===== src/hdl/fsig_pkg.sv =====
package fsig_pkg;

    localparam int TRACK_W    = 8;
    localparam int SPT_W      = 5;
    localparam int HEADS_W    = 2;
    localparam int SECTOR_W   = 5;
    localparam int SIZE_W     = 3;
    localparam int CFG_IDX_W  = 1;
    localparam int CFG_DATA_W = 5;

    localparam logic [SPT_W-1:0]   MAX_SECTORS = 5'd31;
    localparam logic [HEADS_W-1:0] MAX_HEADS   = 2'd2;
    localparam logic [SPT_W-1:0]   SPT_RESET   = 5'd18;
    localparam logic [HEADS_W-1:0] HEADS_RESET = 2'd2;
    localparam logic [SIZE_W-1:0]  SIZE_CODE   = 3'd2;
    localparam logic [SPT_W:0]     HEAD_SKEW   = 6'd2;

    localparam logic [CFG_IDX_W-1:0] REG_SPT   = 1'b0;
    localparam logic [CFG_IDX_W-1:0] REG_HEADS = 1'b1;

    localparam int QUEUE_DEPTH = 2;
    localparam int QPTR_W      = $clog2(QUEUE_DEPTH);
    localparam int QCNT_W      = $clog2(QUEUE_DEPTH + 1);

    typedef struct packed {
        logic [TRACK_W-1:0] track;
        logic [SPT_W-1:0]   spt;
        logic [HEADS_W-1:0] heads;
    } t_cmd;

endpackage


===== src/hdl/fsig_front.sv =====
module fsig_front import fsig_pkg::*; (
    input  logic                  i_clk,
    input  logic                  i_rst_n,
    input  logic                  i_cfg_we,
    input  logic [CFG_IDX_W-1:0]  i_cfg_idx,
    input  logic [CFG_DATA_W-1:0] i_cfg_data,
    input  logic                  i_in_valid,
    output logic                  o_in_stall,
    input  logic [TRACK_W-1:0]    i_track_number,
    input  logic                  i_q_full,
    output logic                  o_push,
    output t_cmd                  o_cmd
);

    logic [SPT_W-1:0]   r_spt;
    logic [HEADS_W-1:0] r_heads;
    logic [SPT_W-1:0]   n_spt;
    logic [HEADS_W-1:0] n_heads;
    logic               n_runnable;

    always_ff @(posedge i_clk) begin
        if (!i_rst_n) begin
            r_spt   <= SPT_RESET;
            r_heads <= HEADS_RESET;
        end else if (i_cfg_we) begin
            case (i_cfg_idx)
                REG_SPT:   r_spt   <= i_cfg_data[SPT_W-1:0];
                REG_HEADS: r_heads <= i_cfg_data[HEADS_W-1:0];
                default: ;
            endcase
        end
    end

    always_comb begin
        n_spt      = (r_spt > MAX_SECTORS) ? MAX_SECTORS : r_spt;
        n_heads    = (r_heads > MAX_HEADS) ? MAX_HEADS : r_heads;
        n_runnable = (n_spt != '0) && (n_heads != '0);
    end

    // A request with no sectors or no heads is taken and dropped.
    assign o_in_stall  = i_q_full;
    assign o_push      = i_in_valid && !i_q_full && n_runnable;
    assign o_cmd.track = i_track_number;
    assign o_cmd.spt   = n_spt;
    assign o_cmd.heads = n_heads;

endmodule


===== src/hdl/fsig_queue.sv =====
module fsig_queue import fsig_pkg::*; (
    input  logic i_clk,
    input  logic i_rst_n,
    input  logic i_push,
    input  t_cmd i_cmd,
    output logic o_full,
    input  logic i_pop,
    output logic o_valid,
    output t_cmd o_cmd
);

    t_cmd              r_mem [QUEUE_DEPTH];
    logic [QPTR_W-1:0] r_wr_ptr;
    logic [QPTR_W-1:0] r_rd_ptr;
    logic [QCNT_W-1:0] r_count;
    logic              n_push;
    logic              n_pop;

    function automatic logic [QPTR_W-1:0] ptr_inc(input logic [QPTR_W-1:0] p);
        return (p == QPTR_W'(QUEUE_DEPTH - 1)) ? '0 : p + QPTR_W'(1);
    endfunction

    assign n_push  = i_push && !o_full;
    assign n_pop   = i_pop && o_valid;
    assign o_full  = (r_count == QCNT_W'(QUEUE_DEPTH));
    assign o_valid = (r_count != '0);
    assign o_cmd   = r_mem[r_rd_ptr];

    always_ff @(posedge i_clk) begin
        if (n_push) begin
            r_mem[r_wr_ptr] <= i_cmd;
        end
    end

    always_ff @(posedge i_clk) begin
        if (!i_rst_n) begin
            r_wr_ptr <= '0;
            r_rd_ptr <= '0;
            r_count  <= '0;
        end else begin
            if (n_push) begin
                r_wr_ptr <= ptr_inc(r_wr_ptr);
            end
            if (n_pop) begin
                r_rd_ptr <= ptr_inc(r_rd_ptr);
            end
            case ({n_push, n_pop})
                2'b10:   r_count <= r_count + QCNT_W'(1);
                2'b01:   r_count <= r_count - QCNT_W'(1);
                default: r_count <= r_count;
            endcase
        end
    end

endmodule


===== src/hdl/fsig_back.sv =====
module fsig_back import fsig_pkg::*; (
    input  logic                i_clk,
    input  logic                i_rst_n,
    input  logic                i_q_valid,
    input  t_cmd                i_q_cmd,
    output logic                o_q_pop,
    output logic                o_out_valid,
    input  logic                i_out_stall,
    output logic [TRACK_W-1:0]  o_id_track,
    output logic                o_id_head,
    output logic [SECTOR_W-1:0] o_id_sector,
    output logic                o_last_record
);

    typedef enum logic {
        S_IDLE,
        S_RUN
    } t_state;

    t_state              r_state;
    logic [TRACK_W-1:0]  r_track;
    logic [SPT_W-1:0]    r_spt;
    logic [HEADS_W-1:0]  r_heads;
    logic [SPT_W-1:0]    r_split;
    logic [SPT_W-1:0]    r_half;
    logic [SPT_W-1:0]    r_slot;
    logic                r_head;
    logic                r_out_valid;
    logic [TRACK_W-1:0]  r_id_track;
    logic                r_id_head;
    logic [SECTOR_W-1:0] r_id_sector;
    logic                r_last_record;

    logic [SPT_W:0]      n_base;
    logic [SPT_W:0]      n_head_id;
    logic [SPT_W:0]      n_track_id;
    logic                n_slot_last;
    logic                n_head_last;
    logic                n_last;
    logic                n_emit;

    always_comb begin
        n_base = {2'b00, r_slot[SPT_W-1:1]} + (SPT_W+1)'(1);
        if (r_slot[0]) begin
            n_base = n_base + {1'b0, r_split};
        end
        if (!r_head) begin
            n_head_id = n_base;
        end else if (n_base <= HEAD_SKEW) begin
            n_head_id = n_base + {1'b0, r_spt} - HEAD_SKEW;
        end else begin
            n_head_id = n_base - HEAD_SKEW;
        end
        if (!r_track[0]) begin
            n_track_id = n_head_id;
        end else if (n_head_id <= {1'b0, r_half}) begin
            n_track_id = n_head_id + {1'b0, r_spt} - {1'b0, r_half};
        end else begin
            n_track_id = n_head_id - {1'b0, r_half};
        end
        n_slot_last = (r_slot == r_spt - SPT_W'(1));
        n_head_last = ({1'b0, r_head} == r_heads - HEADS_W'(1));
        n_last      = n_slot_last && n_head_last;
        n_emit      = (r_state == S_RUN) && (!r_out_valid || !i_out_stall);
    end

    assign o_q_pop = (r_state == S_IDLE) && i_q_valid;

    always_ff @(posedge i_clk) begin
        if (!i_rst_n) begin
            r_state     <= S_IDLE;
            r_out_valid <= 1'b0;
            r_slot      <= '0;
            r_head      <= 1'b0;
        end else begin
            if (n_emit) begin
                r_out_valid   <= 1'b1;
                r_id_track    <= r_track;
                r_id_head     <= r_head;
                r_id_sector   <= n_track_id[SECTOR_W-1:0];
                r_last_record <= n_last;
            end else if (r_out_valid && !i_out_stall) begin
                r_out_valid <= 1'b0;
            end
            case (r_state)
                S_IDLE: begin
                    if (i_q_valid) begin
                        r_state <= S_RUN;
                        r_track <= i_q_cmd.track;
                        r_spt   <= i_q_cmd.spt;
                        r_heads <= i_q_cmd.heads;
                        r_split <= (i_q_cmd.spt >> 1) + SPT_W'(i_q_cmd.spt[0]);
                        r_half  <= i_q_cmd.spt >> 1;
                        r_slot  <= '0;
                        r_head  <= 1'b0;
                    end
                end
                S_RUN: begin
                    if (n_emit) begin
                        if (n_last) begin
                            r_state <= S_IDLE;
                            r_slot  <= '0;
                            r_head  <= 1'b0;
                        end else if (n_slot_last) begin
                            r_slot <= '0;
                            r_head <= 1'b1;
                        end else begin
                            r_slot <= r_slot + SPT_W'(1);
                        end
                    end
                end
                default: r_state <= S_IDLE;
            endcase
        end
    end

    assign o_out_valid   = r_out_valid;
    assign o_id_track    = r_id_track;
    assign o_id_head     = r_id_head;
    assign o_id_sector   = r_id_sector;
    assign o_last_record = r_last_record;

    a_run_in_range: assert property (@(posedge i_clk) disable iff (!i_rst_n)
        (r_state == S_RUN) |-> (r_spt != '0) && (r_slot < r_spt)
                               && ({1'b0, r_head} < r_heads))
        else $error("sequencer position outside the current run");

    a_last_ends_run: assert property (@(posedge i_clk) disable iff (!i_rst_n)
        (n_emit && n_last) |=> (r_state == S_IDLE) && r_out_valid && r_last_record)
        else $error("last word did not end the run");

    a_mid_run_word: assert property (@(posedge i_clk) disable iff (!i_rst_n)
        (r_out_valid && !r_last_record) |-> (r_state == S_RUN))
        else $error("sequencer went idle before the last word");

endmodule


===== src/hdl/floppy_format_sector_id_generator_core.sv =====
// Sector ID generator for track formatting.
// A request word on the input channel carries a track number. For that track
// the block emits one sector ID word per sector slot, head 0 first, then head 1
// when two heads are configured. Each word holds track, head, the interleaved
// and skewed sector number, size code 2, and a flag on the final word.
// Both channels move a word when valid is high and stall is low.
// The configuration port writes the sectors per track and the head count; the
// user must write it only while the block is idle; the block does not enforce this.
// A request enters a two-entry queue in the cycle it is accepted. The idle
// sequencer pops it into its run registers, then registers one ID word per
// cycle into the output register while the receiver does not stall; the
// sequencer that steps slot and head sets this rate.
// A request with zero sectors or zero heads is accepted and gives no words.
// When the receiver stalls, the output word holds and the sequencer waits;
// the input keeps taking requests until the queue is full.
// Reset empties the queue, idles the sequencer, and loads 18 sectors and two
// heads into the configuration.
module floppy_format_sector_id_generator_core import fsig_pkg::*; (
    input  logic                  i_clk,
    input  logic                  i_rst_n,
    input  logic                  i_cfg_we,
    input  logic [CFG_IDX_W-1:0]  i_cfg_idx,
    input  logic [CFG_DATA_W-1:0] i_cfg_data,
    input  logic                  i_in_valid,
    output logic                  o_in_stall,
    input  logic [TRACK_W-1:0]    i_track_number,
    output logic                  o_out_valid,
    input  logic                  i_out_stall,
    output logic [TRACK_W-1:0]    o_id_track,
    output logic                  o_id_head,
    output logic [SECTOR_W-1:0]   o_id_sector,
    output logic [SIZE_W-1:0]     o_id_size_code,
    output logic                  o_last_record
);

    logic q_full;
    logic q_push;
    t_cmd q_in_cmd;
    logic q_valid;
    t_cmd q_out_cmd;
    logic q_pop;

    fsig_front u_front (
        .i_clk          (i_clk),
        .i_rst_n        (i_rst_n),
        .i_cfg_we       (i_cfg_we),
        .i_cfg_idx      (i_cfg_idx),
        .i_cfg_data     (i_cfg_data),
        .i_in_valid     (i_in_valid),
        .o_in_stall     (o_in_stall),
        .i_track_number (i_track_number),
        .i_q_full       (q_full),
        .o_push         (q_push),
        .o_cmd          (q_in_cmd)
    );

    fsig_queue u_queue (
        .i_clk   (i_clk),
        .i_rst_n (i_rst_n),
        .i_push  (q_push),
        .i_cmd   (q_in_cmd),
        .o_full  (q_full),
        .i_pop   (q_pop),
        .o_valid (q_valid),
        .o_cmd   (q_out_cmd)
    );

    fsig_back u_back (
        .i_clk         (i_clk),
        .i_rst_n       (i_rst_n),
        .i_q_valid     (q_valid),
        .i_q_cmd       (q_out_cmd),
        .o_q_pop       (q_pop),
        .o_out_valid   (o_out_valid),
        .i_out_stall   (i_out_stall),
        .o_id_track    (o_id_track),
        .o_id_head     (o_id_head),
        .o_id_sector   (o_id_sector),
        .o_last_record (o_last_record)
    );

    assign o_id_size_code = SIZE_CODE;

endmodule

===== config.mk =====
export PLATFORM = sky130hd
export DESIGN_NAME = floppy_format_sector_id_generator_core
export DESIGN_NICKNAME = d
export VERILOG_FILES = /design/src/hdl/fsig_pkg.sv /design/src/hdl/fsig_front.sv /design/src/hdl/fsig_queue.sv /design/src/hdl/fsig_back.sv /design/src/hdl/floppy_format_sector_id_generator_core.sv
export SDC_FILE = /design/constraint.sdc
export NUM_CORES = 1
export LEC_CHECK = 0
export ABC_AREA = 0
export BUFFER_PORTS_ARGS = -buffer_cell sky130_fd_sc_hd__buf_2
export CAP_MARGIN = 10
export CORE_AREA = 2 2 95 97
export CTS_CLUSTER_DIAMETER = 60
export DETAILED_ROUTE_END_ITERATION = 12
export DIE_AREA = 0 0 97 99
export PLACE_DENSITY = 0.8
export SYNTH_ARGS = -nofsm -noshare
export SYNTH_HDL_FRONTEND = slang
export SYNTH_SLANG_ARGS = --single-unit

===== constraint.sdc =====
create_clock -name i_clk -period 8 [get_ports i_clk]
set_input_delay 0 -clock i_clk [delete_from_list [all_inputs] [get_ports i_clk]]
set_output_delay 0 -clock i_clk [all_outputs]
set_load 0.02 [all_outputs]

Yosys cells after proc, flatten, opt, wreduce, memory -nomap -nowiden
Memory sizes are Yosys's and may differ from the RTL's. A register that Yosys moved wholly into a read port is not among the register bits.
Index checks and enable logic that the tools add are counted.
{"block": "op_classes", "magnitude_cmp": 4, "addsub": 16, "reduce_logical": 24, "muxes": 30, "eq_ne": 8, "bitwise": 2}
{"cell": "5-bit two-way mux", "n": 7}
{"cell": "6-bit two-way mux", "n": 3}
{"cell": "1-bit two-way mux", "n": 15}
{"cell": "6-bit by 5-bit adder with 6-bit output", "n": 2}
{"cell": "6-bit by 2-bit subtractor with 6-bit output, second input constant", "n": 2}
{"cell": "5-bit case mux with 2 select lines", "n": 1}
{"cell": "5-bit by 4-bit subtractor with 5-bit output", "n": 2}
{"cell": "1-bit logical AND", "n": 9}
{"cell": "2-bit AND reduction", "n": 4}
{"cell": "2-bit nonzero test", "n": 4}
{"cell": "6-bit by 2-bit less-or-equal comparator with 1-bit output, second input constant", "n": 1}
{"cell": "6-bit by 4-bit less-or-equal comparator with 1-bit output", "n": 1}
{"cell": "3-bit AND reduction", "n": 2}
{"cell": "4-bit by 1-bit adder with 5-bit output", "n": 1}
{"cell": "4-bit by 1-bit adder with 5-bit output, second input constant", "n": 1}
{"cell": "5-bit by 1-bit adder with 5-bit output, second input constant", "n": 1}
{"cell": "5-bit adder", "n": 1}
{"cell": "5-bit equality test", "n": 1}
{"cell": "5-bit > comparator, second input constant", "n": 1}
{"cell": "5-bit nonzero test", "n": 1}
{"cell": "5-bit by 1-bit subtractor with 5-bit output, second input constant", "n": 1}
{"cell": "2-bit equality test, second input constant", "n": 2}
{"cell": "1-bit case mux with 2 select lines", "n": 2}
{"cell": "2-bit case mux with 2 select lines", "n": 1}
{"cell": "13 further kinds", "n": 18}
{"block": "totals", "ff_bits": 58, "n_memories": 1, "wordCells": 103, "in_bits": 19, "out_inout_bits": 20, "mem_bits_rw": 30}
{"name": "u_queue.r_mem", "depth": 2, "word_bits": 15, "read_ports": 1, "rd_clocked_by_memory_dff": 1, "wr": 1, "line": "fsig_queue.sv:12", "rtl": "t_cmd r_mem [QUEUE_DEPTH];"}

Longest topological paths before layout
Gate-level depths: netlist of the first run.
{"block": "logic_depth", "ltp_word": 11, "mapped_depth": 21, "mapped_depth_nobuf": 20}

Modules after synthesis
From an unflattened synthesis of the first run, not the netlist that was laid out.
{"block": "hier_totals", "hier_cells": 416, "area_unflattened_um2": 4783.3}
{"mod": "fsig_back", "instances": 1, "area_each_um2": 3042.9, "seq_area_each_um2": 1211.2, "cells_per_inst": 292}
{"mod": "fsig_queue", "instances": 1, "area_each_um2": 1320.0, "seq_area_each_um2": 1001.0, "cells_per_inst": 73}
{"mod": "fsig_front", "instances": 1, "area_each_um2": 390.4, "seq_area_each_um2": 140.1, "cells_per_inst": 46}
{"mod": "floppy_format_sector_id_generator_core", "instances": 1, "area_each_um2": 30.0, "seq_area_each_um2": 0.0, "cells_per_inst": 5}

Worst setup path before layout of the first run
Ideal clock, no wire load.
{"block": "synth_path", "path_kind": "reg-to-reg", "start": "register u_back.r_slot[1]", "end": "register u_back.r_id_sector[1], in the netlist u_back.o_id_sector[1], data pin", "t_arrival_ns": 4.395, "required_time_ns": 7.740, "path_stages_with_launch": 21, "slack_ns": 3.345, "setup_ns": 0.260, "path_buffers": 0, "synth_period_minus_slack_ns": 4.655, "cell_sequence": "dfxtp_1 -> ha_1 -> xor2_1 -> ha_1 -> a21oi_1 -> nand4_1 -> a41oi_2 -> a22oi_2 -> nor2_2 -> nand2_1 -> mux2i_1 -> ha_1 -> inv_1 -> fa_1 -> a21o_1 -> a21oi_1 -> a41o_1 -> o21ai_1 -> nor3_4 -> mux2i_1 -> mux2_2"}
{"block": "synth_between", "elab_chain_cells": 11, "word_cells_on_any_way": 15, "classes_between": "add/sub (8); order compare (2); mux (5)"}
{"element": "from (decl)", "line": "fsig_back.sv:26", "rtl": "logic [SPT_W-1:0] r_slot;"}
{"element": "from (signal assigned)", "line": "fsig_back.sv:108", "rtl": "r_slot <= r_slot + SPT_W'(1);"}
{"element": "4-bit by 1-bit adder with 5-bit output (*)", "line": "fsig_back.sv:43", "rtl": "n_base = {2'b00, r_slot[SPT_W-1:1]} + (SPT_W+1)'(1);"}
{"element": "6-bit by 5-bit adder with 6-bit output", "line": "fsig_back.sv:45", "rtl": "n_base = n_base + {1'b0, r_split};"}
{"element": "6-bit two-way mux (*)", "line": "fsig_back.sv:44", "rtl": "if (r_slot[0]) begin"}
{"element": "6-bit by 5-bit adder with 6-bit output", "line": "fsig_back.sv:50", "rtl": "n_head_id = n_base + {1'b0, r_spt} - HEAD_SKEW;"}
{"element": "6-bit by 2-bit subtractor with 6-bit output", "line": "fsig_back.sv:50"}
{"element": "6-bit two-way mux", "line": "fsig_back.sv:49", "rtl": "end else if (n_base <= HEAD_SKEW) begin"}
{"element": "6-bit two-way mux (*)", "line": "fsig_back.sv:47", "rtl": "if (!r_head) begin"}
{"element": "5-bit adder", "line": "fsig_back.sv:57", "rtl": "n_track_id = n_head_id + {1'b0, r_spt} - {1'b0, r_half};"}
{"element": "5-bit by 4-bit subtractor with 5-bit output", "line": "fsig_back.sv:57"}
{"element": "5-bit two-way mux", "line": "fsig_back.sv:56", "rtl": "end else if (n_head_id <= {1'b0, r_half}) begin"}
{"element": "5-bit two-way mux (*)", "line": "fsig_back.sv:54", "rtl": "if (!r_track[0]) begin"}
{"element": "net u_back.n_track_id[1]", "line": "fsig_back.sv:36", "rtl": "logic [SPT_W:0] n_track_id;"}
{"element": "to (signal assigned)", "line": "fsig_back.sv:80", "rtl": "r_id_sector <= n_track_id[SECTOR_W-1:0];"}
{"element": "to (decl)", "line": "fsig_back.sv:31", "rtl": "logic [SECTOR_W-1:0] r_id_sector;"}
Mark *: on every way through the listed nets, which the timed path passes. The rest lies on a longest branch.
A chain may end at the register's enable or synchronous reset.

Worst setup path in the final report of the first run
{"block": "layout_path", "start": "register u_back.r_slot[2]", "end": "register u_back.r_id_sector[2], in the netlist u_back.o_id_sector[2], data pin"}
Same word-level chain as after synthesis.

==> results.tsv, run 1 <==
metric	value	unit
status	finished clean	
slack of the critical path	2.679	ns
worst setup path category	reg2reg	
mux cell area share after synthesis	7.972	%
Final setup viols	0	
DRT antenna net count	0	
CTS tree	built	
most frequent cells in the layout	edfxtp_1 (65), buf_2 (35), ha_1 (31)	
DR iter-0 viols	132	
largest net degree at the start of global routing	23	
Tcrit/Tclk final	66.51	%
DRC viols	0	
Clk Latency, worst-skew pair	0.35	ns
routability cong.	0.8715	
Critical Path AT	5.44	ns
synthesized area	4614	sq um
source of the critical timing path	u_back.r_slot[2]$_SDFFE_PN0P_	
Num Clock Sinks	85	
Layout area overhead	14.72	%
CP Max Fanout	7	
Die Height	99	um
yosys warns	0	
Final Hold Viols	0	
Max Slew Vio Count	0	
FFs w/ async S/R, synth	0	%
Max-Cap Viols	0	
Peak supply drop	0.0001906	V
min Tclk post-route	5.321	ns
routed via count	2975	
Hold Crit Class	in2reg	
Die Width	97	um
number of global-route vias before repair	3050	
gate count after technology mapping	383	
startpoint types	flop	
area share of fa/ha/maj cells after synthesis	11.44	%
RSZ-0062 raised after global routing	no	
antenna violations before repair	0	
syn_area_per_cell	12.05	sq um
Post-Synth Simple-Gate Area	11.58	%
compound-gate portion of the synthesized area	9.273	%
Post-Route WL	8.316	mm
Ports	39	
GRT Resource Usage Total	18.76	%
Starting Density	53.97	%
cell mode on critical path	ha_1	
largest family of logic cells by synthesized area	simple AND/OR/NAND/NOR gates	
Vias/cell	5.439	
Yosys reg bits	85	
CTS Root Cell	clkbuf_8	
Pwr Density	305.5	nW/um^2
antenna cell count	0	
HP Start	i_rst_n	
global-route wire length before repair	14.26	mm
CTS max path bufs	2	
register area share after synthesis	50.98	%
row cnt	34	
CORE AREA	8551	sq um
layout cells sized above 1	18.91	%
total power	1.617	mW
pre-CTS WS	2.761	ns
Synth Flop Type	edfxtp_1	
fmax	0.1879	GHz
Worst-Margin Slew	0.8392	ns
Post-CTS Repair Setup Buffers	0	
fin nets	491	
clk slew on worst S/H paths	0.09	ns
worst r2r src	u_back.r_slot[2]$_SDFFE_PN0P_	
critical path's slowest cell	dfxtp_1	
hold_ws	0.05235	ns
filler cell count	641	
critical-path cell list	ha_1 > xor2_1 > ha_1 > a21oi_1 > nand4_1 > a41oi_2 > a22oi_2 > nor2_2 > nand2_1 > mux2i_1 > ha_1 > inv_1 > fa_1 > a21o_1 > a21oi_1 > a41o_1 > o21ai_1 > nor3_4 > mux2i_1 > mux2_2	
htree depth	3	
max incr delay on CP	0.45	ns
Slew HR	44.05	%
grt ovf	0	
commonest non-fill, non-tap cell in the layout	edfxtp_1	
Post-synth EDFFs	65	
DR WL/cell	15.20	um
die area	9603	sq um
Setup Skew	0.01367	ns
cts bufs inserted	9	
synth unique cells	56	
Detailed Place HPWL	5.896	mm
worst path required time	8.12	ns
Setup TNS	0	ns
Synth Area in XOR/XNOR	4.555	%
drt first pass iters	4	
endpoint type of the worst setup path	flop	
Leakage	2.146	nW
IO buf count	35	
cell usage after synthesis (7+ instances only):
cell | count | share of area (%)
a21oi_1 | 15 | 1.6
and2_1 | 9 | 1.2
clkbuf_1 | 13 | 1.1
dfxtp_1 | 20 | 8.7
edfxtp_1 | 65 | 42
fa_1 | 7 | 3.0
ha_1 | 31 | 8.4
inv_1 | 26 | 2.1
mux2_2 | 19 | 4.6
mux2i_1 | 14 | 3.0
nand2_1 | 18 | 1.5
nand3_1 | 13 | 1.4
nor2_1 | 11 | 0.89
nor2b_1 | 13 | 1.8
o21ai_0 | 10 | 1.1
xnor2_1 | 12 | 2.3
xor2_1 | 12 | 2.3
sequential cells by signal, summed over array words and instances, names as in the netlist, 2 cells and up, named ones only:
| signal | count |
|---|---|
| u_back.r_split | 5 |
| u_front.r_spt | 5 |
| u_queue.r_mem | 30 |
| u_queue.r_count | 2 |
| u_back.r_slot | 5 |
| u_back.r_spt | 5 |
| u_front.r_heads | 2 |
| u_back.o_id_track | 8 |
| u_back.o_id_sector | 5 |
| u_back.r_track | 8 |
| u_back.r_heads | 2 |
timing repair:
action / 4_1_cts / 5_1_grt
gates resized for setup: 0 / 0
hold buffers: 21 / 0
endpoints found under the hold margin: 24 / 0
logic make-up after synthesis:
kind of cell,after synthesis
other,2
AOI/OAI and AO/OA,59
buffers and inverters,45
DFF,85
xor gates and xnor gates,24
muxes,34
and+or+nand+nor,96
adders and majority gates,38
per-stage QoR:
step | cells | area (sq um) | util (%)
4_1_cts | 547 | 5294 | 61.91
2_1_floorplan | 384 | 4618 | -
5_1_grt | 547 | 5294 | 61.91
6_report | 547 | 5294 | 61.91
3_5_place_dp | 510 | 4855 | 56.77
3_3_place_gp | 510 | 4855 | 56.77
final cells by class:
type	instances	area [sq um]	share of cell area [%]
clock inverter	7	105.1	1.985
multi-input combinational	254	2079	39.28
sequential	85	2352	44.43
timing repair buffer	58	400.4	7.563
clock buffer	9	123.9	2.340
tap	108	135.1	2.553
inverter	26	97.59	1.844
report_power, final:
part / total, mW / leakage (nW) / switching [mW] / internal, mW
Sequential: 0.627 / 0.759 / 0.0540 / 0.573
Combinational: 0.651 / 1.27 / 0.358 / 0.293
Clock: 0.340 / 0.118 / 0.159 / 0.181
metal layers:
metal  routed length, um  global-route usage (%)  vias up
li1                    -                       -     1484
met1                3613                   23.17     1410
met2                4293                   32.96       67
met3                 282                   4.184       14
met4                 126                   5.959        0
met5                   0                       0        -
worst paths after layout:
check / to / slack, ns / depth (start not counted)
setup reg to reg: u_back.o_id_sector[2]$_DFFE_PP_ / 2.68 / 20
hold / removal: u_back.r_slot[2]$_SDFFE_PN0P_ / 0.05 / 2
setup / recovery: u_back.o_id_sector[2]$_DFFE_PP_ / 2.68 / 20
hold reg to reg: u_back.o_id_track[3]$_DFFE_PP_ / 0.42 / 0
worst max-delay path, delay by kind of cell (launching register included):
kind	cells	cell delay, ns
adder cells (fa/ha/maj)	4	1.23
AND/OR/NAND/NOR	4	0.93
XOR/XNOR	1	0.32
buffers and inverters	1	0.07
flip-flops	1	0.45
AO/OA/AOI/OAI	7	1.42
multiplexers	3	0.66
Note: power is estimated with default switching activity, not from simulation.
==> inputs of run 2 (changes only) <==
--- a/config.mk
+++ b/config.mk
@@ -5,14 +5,14 @@
 export SDC_FILE = /design/constraint.sdc
 export NUM_CORES = 1
 export LEC_CHECK = 0
-export ABC_AREA = 0
+export ABC_AREA = 1
 export BUFFER_PORTS_ARGS = -buffer_cell sky130_fd_sc_hd__buf_2
 export CAP_MARGIN = 10
-export CORE_AREA = 2 2 95 97
+export CORE_AREA = 2 2 96 98
 export CTS_CLUSTER_DIAMETER = 60
 export DETAILED_ROUTE_END_ITERATION = 12
-export DIE_AREA = 0 0 97 99
-export PLACE_DENSITY = 0.8
+export DIE_AREA = 0 0 98 100
+export PLACE_DENSITY = 0.82
 export SYNTH_ARGS = -nofsm -noshare
 export SYNTH_HDL_FRONTEND = slang
 export SYNTH_SLANG_ARGS = --single-unit
==> constraint.sdc (replaced) <==
create_clock -name i_clk -period 4.6 [get_ports i_clk]
set_input_delay 0 -clock i_clk [delete_from_list [all_inputs] [get_ports i_clk]]
set_output_delay 0 -clock i_clk [all_outputs]
set_load 0.02 [all_outputs]
==> results.tsv, run 2 <==
metric	value	unit	change
status	finished clean		
IO buf count	35		unchanged
WP depth	24		+20%
antenna violations before repair	0		unchanged
Synth area leader	edfxtp_1		
Ports	39		unchanged
gate count after technology mapping	460		+20%
grt ovf	0		unchanged
worst setup path category	reg2reg		
max incr delay on CP	0.58	ns	+0.13 ns
number of global-route vias before repair	3428		+12%
antenna cell count	0		unchanged
Sw Pwr	1.438	mW	+150%
commonest non-fill, non-tap cell in the layout	nand2_1		
synthesized area	4657	sq um	+0.92%
slack of the critical path	0.2431	ns	-2.436 ns
CTS Root Cell	clkbuf_8		
synth unique cells	41		-27%
die area	9800	sq um	+2.1%
DRT antenna net count	0		unchanged
Max-Cap Viols	0		unchanged
Leakage	2.333	nW	+8.7%
Layout area overhead	17.44	%	
worst path required time	4.72	ns	-3.40 ns
filler cell count	692		+8.0%
CP Max Fanout	6		-1
CTS max path bufs	2		unchanged
clk slew on worst S/H paths	0.09	ns	about the same
fmax	0.2295	GHz	+22%
Vias/cell	5.296		-2.6%
DR WL/cell	13.85	um	-8.9%
Worst-Margin Slew	0.7946	ns	-0.04465 ns
GRT Resource Usage Total	19.06	%	+0.31 points
Reg power frac	33.8	%	-4.9 points
most common library cells after synthesis	nand2_1 (78), edfxtp_1 (65), inv_1 (53), nand3_1 (36), ha_1 (31)		
CORE AREA	8890	sq um	+4.0%
Post-Route WL	8.891	mm	+6.9%
Starting Density	52.39	%	-1.6 points
Die Height	100	um	+1.0%
layout cells sized above 1	22.03	%	+3.1 points
Num Clock Sinks	85		unchanged
largest net degree at the start of global routing	22		-4.3%
Hold Crit Class	in2reg		
FFs w/ async S/R, synth	0	%	unchanged
min Tclk post-route	4.357	ns	-0.9639 ns
P_int	1.996	mW	+91%
Final setup viols	0		unchanged
Clk pwr share	14.8	%	-6.2 points
Slew HR	46.96	%	+2.9 points
routed via count	3400		+14%
Clk Latency, worst-skew pair	0.36	ns	about the same
DR iter-0 viols	186		+41%
Post-synth EDFFs	65		unchanged
Peak supply drop	0.0003406	V	+79%
Critical Path AT	4.48	ns	-0.96 ns
syn_area_per_cell	10.12	sq um	-16%
Largest Register	u_queue.r_mem		
critical path's slowest cell	fa_1		
hold depth	5		+3
Final Hold Viols	0		unchanged
Synth Flop Type	edfxtp_1		
Pwr Density	627.8	nW/um^2	+110%
final instance area	5469	sq um	+3.3%
most frequent cells in the layout	nand2_1 (77), edfxtp_1 (65), inv_1 (52)		
drt first pass iters	4		unchanged
startpoint types	flop		
htree depth	3		unchanged
critical-path cell list	ha_2 > nand2_2 > inv_2 > nor2_2 > ha_1 > nand3_1 > nand3_1 > nand2_1 > nand3_2 > a21oi_4 > nand2_1 > nand2_2 > nand2_4 > or2_1 > o211ai_2 > o21ai_2 > fa_1 > inv_1 > fa_2 > o21ai_1 > xor2_1 > nand4_1 > nand3_1 > nand2_1		
top area cells in the synthesized netlist	edfxtp_1 (42%), dfxtp_1 (8.6%), ha_1 (8.3%)		
Detailed Place HPWL	6.343	mm	+7.6%
Yosys reg bits	85		unchanged
Setup TNS	0	ns	unchanged
CP top delay family	simple AND/OR/NAND/NOR gates		
yosys warns	0		unchanged
cts bufs inserted	9		unchanged
dpl cell area	4950	sq um	+2.0%
switching share of power	41.87	%	+6.6 points
Tcrit/Tclk final	94.71	%	+28 points
global-route wire length before repair	14.93	mm	+4.7%
max FFs per register	30		unchanged
Setup Skew	0.01172	ns	-0.001945 ns
Die Width	98	um	+1.0%
Comb pwr share	51.4	%	+11 points
cell count of the worst reg-to-reg path	24		+20%
Yosys top cell area share	41.91	%	-0.39 points
row cnt	35		+2.9%
CTS tree	built		
fin nets	583		+19%
endpoint type of the worst setup path	flop		
WP buf/inv	2		+1
DRC viols	0		unchanged
pre-CTS WS	0.05965	ns	-2.701 ns
Max Slew Vio Count	0		unchanged
register area share after synthesis	50.51	%	-0.47 points
count leader, synth	nand2_1		
routability cong.	0.9365		+7.5%
total power	3.433	mW	+110%
-- run 2: cell types whose count changed in the layout (fill, tap and decap cells not counted), moves of 7 or more --
cell     before  now
buf_4         2   12
nor2_1       11   23
inv_1        26   52
nor2b_1      13    0
a21oi_1      15   22
nand2_2       0    8
and2_1        9    0
nand2_1      18   77
mux2i_1      14    0
nand3_1      13   35
-- run 2: worst reg2reg max path: cells and delay by family (launching register included) --
family,cells,cell delay [ns]
DFF,1,0.35
AOI/OAI and AO/OA,4,0.56
buffers and inverters,2,0.12
and+or+nand+nor,13,1.47
adders and majority gates,4,1.48
xor gates and xnor gates,1,0.16
-- run 2: what timing repair did --
item | CTS | global route
buffers inserted | 0 | 3
endpoints found under the setup margin | 0 | 5
gates resized for setup | 0 | 16
hold endpoints to repair | 26 | 0
hold buffers | 23 | 0
-- run 2: cells by family after synthesis --
logic type	count (synthesis)	synth area share, %
compound gates	54	6.851
xor+xnor	22	4.137
fa+ha+maj	38	11.34
buf+inv	75	6.636
flops	85	50.51
mux	13	3.143
other cells	2	0.1613
simple gates	171	17.22
-- run 2: stage by stage --
step,hold slack (ns),cells,utilization (%)
final,0.1481,642,61.52
after global routing,0.1679,642,61.52
after CTS,0.1244,638,60.52
after detailed placement,0.1940,599,55.68
after global placement,0.1879,599,55.68
after floorplan,0.09887,461,-
-- run 2: final cells by class --
cell class / instances / area, sq um / share of cell area [%]
flip-flops and latches: 85 / 2355 / 43.06
multi-input cells: 301 / 2056 / 37.59
repair buffers: 70 / 495.5 / 9.060
inverters: 59 / 224.0 / 4.095
well taps: 111 / 138.9 / 2.539
clock buffers: 9 / 123.9 / 2.265
clock inverters: 7 / 76.32 / 1.396
-- run 2: power groups by stage --
stage | combinational [mW] | sequential [mW] | clock, mW
final | 1.77 | 1.16 | 0.509
after global routing | 2.02 | 1.18 | 0.543
after CTS | 1.68 | 1.16 | 0.520
after detailed placement | 1.66 | 1.17 | 0
after global placement | 1.61 | 1.17 | 0
after floorplan | 1.32 | 1.15 | 0
-- run 2: per-layer routing --
metal,global-route usage [%],wire length [um],vias up,share of wire [%]
met2,34.25,4711,71,53
met5,0,0,-,0
met4,11.11,228,0,2.6
met3,3.343,268,22,3.0
met1,21.32,3683,1620,41
li1,-,-,1687,-
-- run 2: final timing paths --
check | startpoint | end | slack, ns
min reg2reg | u_back.r_track[5]$_DFFE_PP_ | u_back.o_id_track[5]$_DFFE_PP_ | 0.43
max reg2reg | u_back.r_slot[1]$_SDFFE_PN0P_ | u_back.o_id_sector[4]$_DFFE_PP_ | 0.24
min | i_in_valid | u_queue.r_wr_ptr$_SDFFE_PN0P_ | 0.15
max | u_back.r_slot[1]$_SDFFE_PN0P_ | u_back.o_id_sector[4]$_DFFE_PP_ | 0.24
